<file path="src/rtl/core/im2col_pkg.sv">
// im2col_pkg: shared types, widths and register map of the im2col patch address generator
// no dependencies; used by im2col_addr_pipe and im2col_patch_address_generator_unit
`default_nettype none

package im2col_pkg;

  localparam int MAX_KERNEL_DEF    = 8;
  localparam int DILATION_ROWS_DEF = 1;
  localparam int DILATION_COLS_DEF = 1;

  localparam int PLANE_W = 16;
  localparam int POS_W   = 12;
  localparam int TAP_W   = 3;
  localparam int TAPI_W  = 6;
  localparam int ADDR_W  = 40;
  localparam int KER_W   = 4;
  localparam int STR_W   = 5;
  localparam int PAD_W   = 4;
  localparam int IMG_W   = 13;

  localparam int APB_AW  = 5;
  localparam int APB_DW  = 32;

  localparam logic [2:0] REG_KERNEL_HEIGHT = 3'd0;
  localparam logic [2:0] REG_KERNEL_WIDTH  = 3'd1;
  localparam logic [2:0] REG_STRIDE_ROWS   = 3'd2;
  localparam logic [2:0] REG_STRIDE_COLS   = 3'd3;
  localparam logic [2:0] REG_PAD_ROWS      = 3'd4;
  localparam logic [2:0] REG_PAD_COLS      = 3'd5;
  localparam logic [2:0] REG_IMAGE_HEIGHT  = 3'd6;
  localparam logic [2:0] REG_IMAGE_WIDTH   = 3'd7;

  typedef struct packed {
    logic [PLANE_W-1:0] plane_index;
    logic [POS_W-1:0]   out_row;
    logic [POS_W-1:0]   out_col;
    logic [TAP_W-1:0]   tap_row;
    logic [TAP_W-1:0]   tap_col;
    logic               last;
  } tap_t;

  typedef struct packed {
    logic [KER_W-1:0] kernel_width;
    logic [STR_W-1:0] stride_rows;
    logic [STR_W-1:0] stride_cols;
    logic [PAD_W-1:0] pad_rows;
    logic [PAD_W-1:0] pad_cols;
    logic [IMG_W-1:0] image_height;
    logic [IMG_W-1:0] image_width;
  } cfg_t;

endpackage

`default_nettype wire

</file>
<file path="src/rtl/core/im2col_addr_pipe.sv">
// im2col_addr_pipe: three-stage address pipeline, one kernel tap per cycle with backpressure
// depends on im2col_pkg (tap_t, cfg_t, widths)
`default_nettype none

module im2col_addr_pipe #(
  parameter int DILATION_ROWS = im2col_pkg::DILATION_ROWS_DEF,
  parameter int DILATION_COLS = im2col_pkg::DILATION_COLS_DEF
) (
  input  wire                              clk,
  input  wire                              rst,
  input  wire                              in_valid,
  output logic                             in_ready,
  input  im2col_pkg::tap_t                 in_tap,
  input  im2col_pkg::cfg_t                 cfg,
  output logic                             out_valid,
  input  wire                              out_ready,
  output logic [im2col_pkg::TAPI_W-1:0]    out_tap_index,
  output logic                             out_padding,
  output logic [im2col_pkg::ADDR_W-1:0]    out_addr,
  output logic                             out_last
);

  localparam int LIN_W = 20;
  localparam int HW_W  = 2 * im2col_pkg::IMG_W;
  localparam int PB_W  = im2col_pkg::PLANE_W + HW_W;

  logic en1, en2, en3;

  // stage 1
  logic                              v1;
  logic [im2col_pkg::PLANE_W-1:0]    plane1;
  logic [HW_W-1:0]                   hw1;
  logic signed [LIN_W:0]             ir1, ic1;
  logic [im2col_pkg::TAPI_W-1:0]     tapi1;
  logic                              last1;

  // stage 2
  logic                              v2;
  logic [im2col_pkg::ADDR_W-1:0]     pb2;
  logic [im2col_pkg::IMG_W-1:0]      ir2, ic2;
  logic                              inside2;
  logic [im2col_pkg::TAPI_W-1:0]     tapi2;
  logic                              last2;

  logic [LIN_W-1:0] row_pos, col_pos;
  logic             row_in, col_in;
  logic [im2col_pkg::ADDR_W-1:0] addr_sum;

  assign en3      = !out_valid || out_ready;
  assign en2      = !v2 || en3;
  assign en1      = !v1 || en2;
  assign in_ready = en1;

  always_comb begin
    row_pos = LIN_W'(in_tap.out_row) * LIN_W'(cfg.stride_rows)
            + LIN_W'(in_tap.tap_row) * LIN_W'(DILATION_ROWS);
    col_pos = LIN_W'(in_tap.out_col) * LIN_W'(cfg.stride_cols)
            + LIN_W'(in_tap.tap_col) * LIN_W'(DILATION_COLS);
  end

  always_ff @(posedge clk) begin
    if (rst) begin
      v1 <= 1'b0;
    end else if (en1) begin
      v1 <= in_valid;
    end
    if (en1) begin
      plane1 <= in_tap.plane_index;
      hw1    <= HW_W'(cfg.image_height) * HW_W'(cfg.image_width);
      ir1    <= $signed({1'b0, row_pos}) - $signed((LIN_W + 1)'(cfg.pad_rows));
      ic1    <= $signed({1'b0, col_pos}) - $signed((LIN_W + 1)'(cfg.pad_cols));
      tapi1  <= im2col_pkg::TAPI_W'(im2col_pkg::TAPI_W'(in_tap.tap_row)
                * im2col_pkg::TAPI_W'(cfg.kernel_width)
                + im2col_pkg::TAPI_W'(in_tap.tap_col));
      last1  <= in_tap.last;
    end
  end

  always_comb begin
    row_in = !ir1[LIN_W] && (ir1[LIN_W-1:0] < LIN_W'(cfg.image_height));
    col_in = !ic1[LIN_W] && (ic1[LIN_W-1:0] < LIN_W'(cfg.image_width));
  end

  always_ff @(posedge clk) begin
    if (rst) begin
      v2 <= 1'b0;
    end else if (en2) begin
      v2 <= v1;
    end
    if (en2) begin
      pb2     <= im2col_pkg::ADDR_W'(PB_W'(plane1) * PB_W'(hw1));
      ir2     <= ir1[im2col_pkg::IMG_W-1:0];
      ic2     <= ic1[im2col_pkg::IMG_W-1:0];
      inside2 <= row_in && col_in;
      tapi2   <= tapi1;
      last2   <= last1;
    end
  end

  // stage 3: row offset and final sum, output register
  assign addr_sum = pb2
                  + im2col_pkg::ADDR_W'(HW_W'(ir2) * HW_W'(cfg.image_width))
                  + im2col_pkg::ADDR_W'(ic2);

  always_ff @(posedge clk) begin
    if (rst) begin
      out_valid <= 1'b0;
    end else if (en3) begin
      out_valid <= v2;
    end
    if (en3) begin
      out_addr      <= inside2 ? addr_sum : '0;
      out_padding   <= !inside2;
      out_tap_index <= tapi2;
      out_last      <= last2;
    end
  end

endmodule

`default_nettype wire

</file>
<file path="src/rtl/core/im2col_patch_address_generator_unit.sv">
// im2col patch address generator: one tap address per cycle unless stalled by backpressure, kernel row major.
// a new item is taken only when the tap sequencer is idle or issuing its last tap.
// the address pipeline takes a tap every cycle; results stall in place on backpressure.
// reset (rst, synchronous): registers take their reset values, pipeline and sequencer empty.
// depends on im2col_pkg and im2col_addr_pipe
`default_nettype none

module im2col_patch_address_generator_unit #(
  parameter int MAX_KERNEL    = im2col_pkg::MAX_KERNEL_DEF,
  parameter int DILATION_ROWS = im2col_pkg::DILATION_ROWS_DEF,
  parameter int DILATION_COLS = im2col_pkg::DILATION_COLS_DEF
) (
  input  wire                              clk,
  input  wire                              rst,
  // apb configuration port
  input  wire                              psel,
  input  wire                              penable,
  input  wire                              pwrite,
  input  wire  [im2col_pkg::APB_AW-1:0]    paddr,
  input  wire  [im2col_pkg::APB_DW-1:0]    pwdata,
  output logic [im2col_pkg::APB_DW-1:0]    prdata,
  output logic                             pready,
  // input stream
  input  wire                              s_tvalid,
  output logic                             s_tready,
  input  wire  [39:0]                      s_tdata,  // plane_index[15:0], out_row[27:16], out_col[39:28]
  // output stream
  output logic                             m_tvalid,
  input  wire                              m_tready,
  output logic [47:0]                      m_tdata,  // tap_index[5:0], source_address[45:6], zero
  output logic                             m_tuser,  // is_padding
  output logic                             m_tlast   // last_tap
);

  logic [im2col_pkg::KER_W-1:0] kernel_height, kernel_width;
  logic [im2col_pkg::STR_W-1:0] stride_rows, stride_cols;
  logic [im2col_pkg::PAD_W-1:0] pad_rows, pad_cols;
  logic [im2col_pkg::IMG_W-1:0] image_height, image_width;

  logic [im2col_pkg::KER_W-1:0] kh_eff, kw_eff;
  logic                         cfg_wr;
  im2col_pkg::cfg_t             cfg;

  logic                             busy;
  logic [im2col_pkg::PLANE_W-1:0]   plane;
  logic [im2col_pkg::POS_W-1:0]     orow, ocol;
  logic [im2col_pkg::TAP_W-1:0]     tap_row, tap_col;
  logic                             tap_last, row_end;
  logic                             pipe_ready;
  im2col_pkg::tap_t                 tap;

  logic [im2col_pkg::TAPI_W-1:0]    out_tap_index;
  logic [im2col_pkg::ADDR_W-1:0]    out_addr;

  // configuration registers
  assign pready = 1'b1;
  assign cfg_wr = psel && penable && pwrite && pready;

  always_ff @(posedge clk) begin
    if (rst) begin
      kernel_height <= im2col_pkg::KER_W'(3);
      kernel_width  <= im2col_pkg::KER_W'(3);
      stride_rows   <= im2col_pkg::STR_W'(1);
      stride_cols   <= im2col_pkg::STR_W'(1);
      pad_rows      <= '0;
      pad_cols      <= '0;
      image_height  <= im2col_pkg::IMG_W'(1);
      image_width   <= im2col_pkg::IMG_W'(1);
    end else if (cfg_wr) begin
      case (paddr[4:2])
        im2col_pkg::REG_KERNEL_HEIGHT: kernel_height <= pwdata[im2col_pkg::KER_W-1:0];
        im2col_pkg::REG_KERNEL_WIDTH:  kernel_width  <= pwdata[im2col_pkg::KER_W-1:0];
        im2col_pkg::REG_STRIDE_ROWS:   stride_rows   <= pwdata[im2col_pkg::STR_W-1:0];
        im2col_pkg::REG_STRIDE_COLS:   stride_cols   <= pwdata[im2col_pkg::STR_W-1:0];
        im2col_pkg::REG_PAD_ROWS:      pad_rows      <= pwdata[im2col_pkg::PAD_W-1:0];
        im2col_pkg::REG_PAD_COLS:      pad_cols      <= pwdata[im2col_pkg::PAD_W-1:0];
        im2col_pkg::REG_IMAGE_HEIGHT:  image_height  <= pwdata[im2col_pkg::IMG_W-1:0];
        im2col_pkg::REG_IMAGE_WIDTH:   image_width   <= pwdata[im2col_pkg::IMG_W-1:0];
        default: ;
      endcase
    end
  end

  always_comb begin
    case (paddr[4:2])
      im2col_pkg::REG_KERNEL_HEIGHT: prdata = im2col_pkg::APB_DW'(kernel_height);
      im2col_pkg::REG_KERNEL_WIDTH:  prdata = im2col_pkg::APB_DW'(kernel_width);
      im2col_pkg::REG_STRIDE_ROWS:   prdata = im2col_pkg::APB_DW'(stride_rows);
      im2col_pkg::REG_STRIDE_COLS:   prdata = im2col_pkg::APB_DW'(stride_cols);
      im2col_pkg::REG_PAD_ROWS:      prdata = im2col_pkg::APB_DW'(pad_rows);
      im2col_pkg::REG_PAD_COLS:      prdata = im2col_pkg::APB_DW'(pad_cols);
      im2col_pkg::REG_IMAGE_HEIGHT:  prdata = im2col_pkg::APB_DW'(image_height);
      im2col_pkg::REG_IMAGE_WIDTH:   prdata = im2col_pkg::APB_DW'(image_width);
      default:                       prdata = '0;
    endcase
  end

  // kernel size clamped to 1..MAX_KERNEL
  always_comb begin
    kh_eff = kernel_height;
    if (kernel_height == '0) begin
      kh_eff = im2col_pkg::KER_W'(1);
    end else if (kernel_height > im2col_pkg::KER_W'(MAX_KERNEL)) begin
      kh_eff = im2col_pkg::KER_W'(MAX_KERNEL);
    end
    kw_eff = kernel_width;
    if (kernel_width == '0) begin
      kw_eff = im2col_pkg::KER_W'(1);
    end else if (kernel_width > im2col_pkg::KER_W'(MAX_KERNEL)) begin
      kw_eff = im2col_pkg::KER_W'(MAX_KERNEL);
    end
  end

  assign cfg.kernel_width = kw_eff;
  assign cfg.stride_rows  = stride_rows;
  assign cfg.stride_cols  = stride_cols;
  assign cfg.pad_rows     = pad_rows;
  assign cfg.pad_cols     = pad_cols;
  assign cfg.image_height = image_height;
  assign cfg.image_width  = image_width;

  // tap sequencer
  assign row_end  = (im2col_pkg::KER_W'(tap_col) + im2col_pkg::KER_W'(1)) == kw_eff;
  assign tap_last = row_end
                 && ((im2col_pkg::KER_W'(tap_row) + im2col_pkg::KER_W'(1)) == kh_eff);
  assign s_tready = !busy || (pipe_ready && tap_last);

  always_ff @(posedge clk) begin
    if (rst) begin
      busy    <= 1'b0;
      tap_row <= '0;
      tap_col <= '0;
    end else if (s_tvalid && s_tready) begin
      busy    <= 1'b1;
      tap_row <= '0;
      tap_col <= '0;
    end else if (busy && pipe_ready) begin
      if (tap_last) begin
        busy    <= 1'b0;
        tap_row <= '0;
        tap_col <= '0;
      end else if (row_end) begin
        tap_col <= '0;
        tap_row <= tap_row + im2col_pkg::TAP_W'(1);
      end else begin
        tap_col <= tap_col + im2col_pkg::TAP_W'(1);
      end
    end
  end

  always_ff @(posedge clk) begin
    if (s_tvalid && s_tready) begin
      plane <= s_tdata[15:0];
      orow  <= s_tdata[27:16];
      ocol  <= s_tdata[39:28];
    end
  end

  assign tap.plane_index = plane;
  assign tap.out_row     = orow;
  assign tap.out_col     = ocol;
  assign tap.tap_row     = tap_row;
  assign tap.tap_col     = tap_col;
  assign tap.last        = tap_last;

  im2col_addr_pipe #(
    .DILATION_ROWS (DILATION_ROWS),
    .DILATION_COLS (DILATION_COLS)
  ) u_pipe (
    .clk           (clk),
    .rst           (rst),
    .in_valid      (busy),
    .in_ready      (pipe_ready),
    .in_tap        (tap),
    .cfg           (cfg),
    .out_valid     (m_tvalid),
    .out_ready     (m_tready),
    .out_tap_index (out_tap_index),
    .out_padding   (m_tuser),
    .out_addr      (out_addr),
    .out_last      (m_tlast)
  );

  assign m_tdata = {2'b00, out_addr, out_tap_index};

`ifndef SYNTH
  a_pad_zero_addr: assert property (@(posedge clk) disable iff (rst)
    m_tvalid && m_tuser |-> m_tdata[45:6] == '0)
    else $error("padding tap with nonzero address");

  a_start_at_zero: assert property (@(posedge clk) disable iff (rst)
    s_tvalid && s_tready |=> busy && tap_row == '0 && tap_col == '0)
    else $error("tap walk did not start at tap zero");

  a_hold_on_stall: assert property (@(posedge clk) disable iff (rst)
    busy && !pipe_ready |=> busy && $stable(tap_row) && $stable(tap_col))
    else $error("tap counters moved during stall");

  a_tap_in_kernel: assert property (@(posedge clk) disable iff (rst)
    busy |-> (im2col_pkg::KER_W'(tap_row) < kh_eff) && (im2col_pkg::KER_W'(tap_col) < kw_eff))
    else $error("tap counter outside kernel");
`endif

endmodule

`default_nettype wire
</file>
<file path="config.mk">
export PLATFORM = sky130hd
export DESIGN_NAME = im2col_patch_address_generator_unit
export DESIGN_NICKNAME = d
export VERILOG_FILES = /design/src/rtl/core/im2col_pkg.sv /design/src/rtl/core/im2col_addr_pipe.sv /design/src/rtl/core/im2col_patch_address_generator_unit.sv
export SDC_FILE = /design/constraint.sdc
export NUM_CORES = 2
export LEC_CHECK = 0
export BUFFER_PORTS_ARGS = -buffer_cell sky130_fd_sc_hd__buf_2
export CAP_MARGIN = 20
export CORE_ASPECT_RATIO = 1.5
export CORE_MARGIN = 5
export CORE_UTILIZATION = 40
export DETAILED_ROUTE_END_ITERATION = 10
export GPL_TIMING_DRIVEN = 0
export PLACE_DENSITY = 0.63
export SYNTH_ARGS = -nofsm -noshare
export SYNTH_HDL_FRONTEND = slang
export SYNTH_SLANG_ARGS = --single-unit
</file>
<file path="constraint.sdc">
create_clock -name clk -period 9.5 [get_ports clk]
set_input_delay 0.95 -clock clk [delete_from_list [all_inputs] [get_ports clk]]
set_output_delay 0.95 -clock clk [all_outputs]
set_load 0.03 [all_outputs]
</file>
==> results.cfg <==
[outcome]
status = finished, final reports clean

[sta]
layout_setup_ws_ns = 1.48
period_share_pct = 84.4
skew_ns = 0.0531
relSlewSlack_pct = 31.2
fmax_mhz = 125
fin_setup_tns_ns = 0
finalSetupViolations = 0
rsz0062_at_grt = no
slew_viol_final = 0
hold_viol_final = 0
tightest_slew_ns = 1.02
period_needed_ns = 8.02

[route]
wl_per_cell_um = 19.7
finalWirelength_um = 119000
first_pass_iters = 7
via_per_inst = 5.10
drc = 0
ant_nets = 0
drtIter0Drc = 1601
num_vias = 30900

[yosys]
yosys_register_bits = 315
seq_area_frac_synth_pct = 20.8
yosysMostFrequentCell = inv_1
yosysTopAreaCellShare_pct = 32.1
synth_edf_count = 253
syn-instance-count = 4444
ys_async_sr_fraction_pct = 0
synth.cell_area_sq_mm = 0.0426
yosys.area.top_type = fa_1
ys.flop_type = edfxtp_1
synth-warning-count = 0
synthTopCellsByCount = 839 x inv_1, 683 x fa_1, 663 x nand2_1
syn-mean-instance-area_sq_um = 9.58
synth_cell_type_count = 88
synthTopCellsByArea = fa_1 32%, edfxtp_1 18%, ha_1 11%

[min_path]
hold-path-endpoint = u_pipe.out_tap_index[5]
worstHoldStart = u_pipe.tapi2[5]
hold_depth = 0
min_path_type = reg -> reg

[power]
switching_share_pct = 34.4
seqPwrFrac_pct = 38.6
p_total_mw = 4.30
switching_power_mw = 1.48
vdd_drop_max_uv = 134
pwr-share-comb_pct = 28.7
p_leak_nw = 22.1
p_clk_share_pct = 32.7
p_int_mw = 2.82
p_per_area_mw_per_mm2 = 93.0

[setup_path]
crit_arrival_ns = 8.36
cp_max_fo = 10
critical_path.endpoint_type = register
rr_worst_depth = 22
reg2reg_slack_ns = 1.48
crit_start = u_pipe.plane1[7]
reg2reg_from = u_pipe.plane1[7]
startpoint_type = register
required_ns = 9.84
worstSetupPathType = reg -> reg
r2r_end = u_pipe.pb2[34]

[global_route]
grt_max_degree = 68
grtUsageTotal_pct = 21.0
grt_pass1_wl_um = 186000
grt.overflow.total = 0
grt_pass1_vias = 33700
antenna_found_initial = 3

[cts]
cts_hold_buf = 0
cts.path.max_buffers = 3
path_clk_slew_ns = 0.07
htree_levels = 2
cts_tree = built
post-cts-setup-buffers = 0
worst_skew_pair.late_latency_ns = 0.61
ctsRootBufferMaster = clkbuf_16
cts-resized-gates = 0
clock-sinks = 315
numCtsBuffers = 35

[cells_and_area]
n_fill_cell = 10300
fin_area_sq_mm = 0.0463
seqCellArea_sq_mm = 0.00884
antenna_cells = 0
drive_above_1_share_pct = 5.23
layout.nets = 5772
syn2layout_area_growth_pct = 8.73
multi_input_area_sq_mm = 0.0298

[floorplanning]
core_sq_mm = 0.106
die-area_sq_mm = 0.113
num_io_pins = 169
die_h_um = 410
start_util_pct = 40.3
die_x_um = 276
num_rows = 146

[place]
placed_cell_area_sq_mm = 0.0451
pre_cts_ws_ns = 1.53
gp_congestion = 0.941
dpl.hpwl_um = 101000
port_buffers = 119

[run]
max_cap_violations = 0
==> worst max-delay path: stages, from the launching register on <==
cell and delay [ns]:
edfxtp_1 0.32, clkbuf_1 0.61, clkbuf_1 0.72, nand2_1 0.17, fa_1 0.57, inv_1 0.05
fa_1 0.48, fa_1 0.59, fa_1 0.44, fa_1 0.50, inv_1 0.05, fa_1 0.51
inv_1 0.05, ha_1 0.35, a21oi_1 0.17, o21ai_0 0.18, a22oi_1 0.17, o21ai_1 0.13
o31ai_2 0.60, o21ai_1 0.24, a31o_1 0.32, nor4b_1 0.15, or3_1 0.40
==> flip-flops by register name, indices dropped and copies added (netlist names), 5 cells and up <==
signal	cells
u_pipe.ir2	13
u_pipe.ic2	13
orow	12
u_pipe.ir1	21
stride_rows	5
u_pipe.out_tap_index	6
plane	16
image_height	13
u_pipe.tapi2	6
u_pipe.tapi1	6
u_pipe.plane1	16
ocol	12
image_width	13
u_pipe.pb2	40
u_pipe.out_addr	40
u_pipe.ic1	21
u_pipe.hw1	26
stride_cols	5
==> cell usage in the layout (no fill, tap or decap), types with 9 or more instances in the layout <==
| cell type | netlist | routed |
|---|---|---|
| inv_1 | 839 | 837 |
| fa_1 | 683 | 683 |
| nand4_1 | 14 | 14 |
| buf_2 | 1 | 120 |
| and3_1 | 21 | 21 |
| conb_1 | 2 | 22 |
| nand2b_1 | 33 | 33 |
| edfxtp_1 | 253 | 253 |
| ha_1 | 381 | 381 |
| o211ai_1 | 12 | 12 |
| o21bai_1 | 17 | 17 |
| nor3b_1 | 10 | 10 |
| a21oi_1 | 134 | 134 |
| a211o_1 | 9 | 9 |
| o22ai_1 | 10 | 10 |
| xnor2_1 | 85 | 85 |
| a21o_1 | 63 | 63 |
| mux2i_1 | 49 | 49 |
| nor4_1 | 11 | 11 |
| a211oi_1 | 17 | 17 |
| nand3_1 | 34 | 33 |
| o21ai_1 | 12 | 12 |
| buf_4 | 22 | 22 |
| o21ai_0 | 48 | 48 |
| clkbuf_16 | 0 | 36 |
| or3_1 | 18 | 18 |
| o21a_1 | 14 | 14 |
| or2_2 | 11 | 11 |
| dfxtp_1 | 62 | 62 |
| clkbuf_1 | 171 | 173 |
| nor2_1 | 182 | 182 |
| and2_1 | 331 | 331 |
| xor2_1 | 51 | 51 |
| a31oi_1 | 15 | 15 |
| nor3_1 | 27 | 27 |
| nand2_1 | 663 | 662 |
| nor2b_1 | 27 | 27 |
==> power by group through the flow <==
stage	clock, mW	sequential [mW]	combinational, mW
5_1_grt	1.49	1.67	1.37
3_3_place_gp	0	1.69	1.21
3_5_place_dp	0	1.69	1.23
6_report	1.41	1.66	1.24
2_1_floorplan	0	1.68	0.836
4_1_cts	1.45	1.66	1.25
==> per-layer routing <==
metal	global-route usage (%)	up-vias	wire [um]
met3	2.50	386	4920
met1	21.3	15400	40600
met5	0	-	13
met2	39.4	854	62700
met4	15.3	2	11000
li1	-	14200	-
==> logic make-up after synthesis <==
| family | after synthesis | synth area share (%) |
|---|---|---|
| buffers and inverters | 1043 | 9.39 |
| AOI/OAI and AO/OA | 417 | 6.46 |
| muxes | 56 | 1.47 |
| and+or+nand+nor | 1411 | 15.8 |
| DFF | 315 | 20.8 |
| xor gates and xnor gates | 136 | 2.80 |
| other | 2 | 0.0176 |
| adders and majority gates | 1064 | 43.3 |
==> cell type report <==
| cell class | instances | area share (%) |
|---|---|---|
| tap | 1406 | 3.80 |
| timing repair buffer | 123 | 1.49 |
| inverter | 842 | 6.83 |
| sequential | 315 | 19.1 |
| clock buffer | 38 | 1.96 |
| multi-input combinational | 3106 | 64.4 |
| clock inverter | 25 | 0.573 |
| buffer | 201 | 1.81 |
==> per-stage QoR <==
stage,cells,hold WS [ns],utilization (%)
2_1_floorplan,4464,0.400,-
3_3_place_gp,5989,0.403,42.6
3_5_place_dp,5993,0.405,42.7
4_1_cts,6056,0.419,43.8
5_1_grt,6056,0.421,43.8
6_report,6056,0.418,43.8
==> how the worst max path moves through the flow <==
| stage | depth (start not counted) | endpoint | slack (ns) |
|---|---|---|---|
| 3_3_place_gp | 22 | u_pipe.pb2[34] | 1.52 |
| 4_1_cts | 22 | u_pipe.pb2[34] | 1.52 |
| 5_1_grt | 22 | u_pipe.pb2[34] | 1.28 |
| 2_1_floorplan | 24 | u_pipe.pb2[34] | 3.15 |
| 3_5_place_dp | 22 | u_pipe.pb2[34] | 1.53 |
| 6_report | 22 | u_pipe.pb2[34] | 1.48 |
No activity file was read; power rests on OpenSTA's default activity.
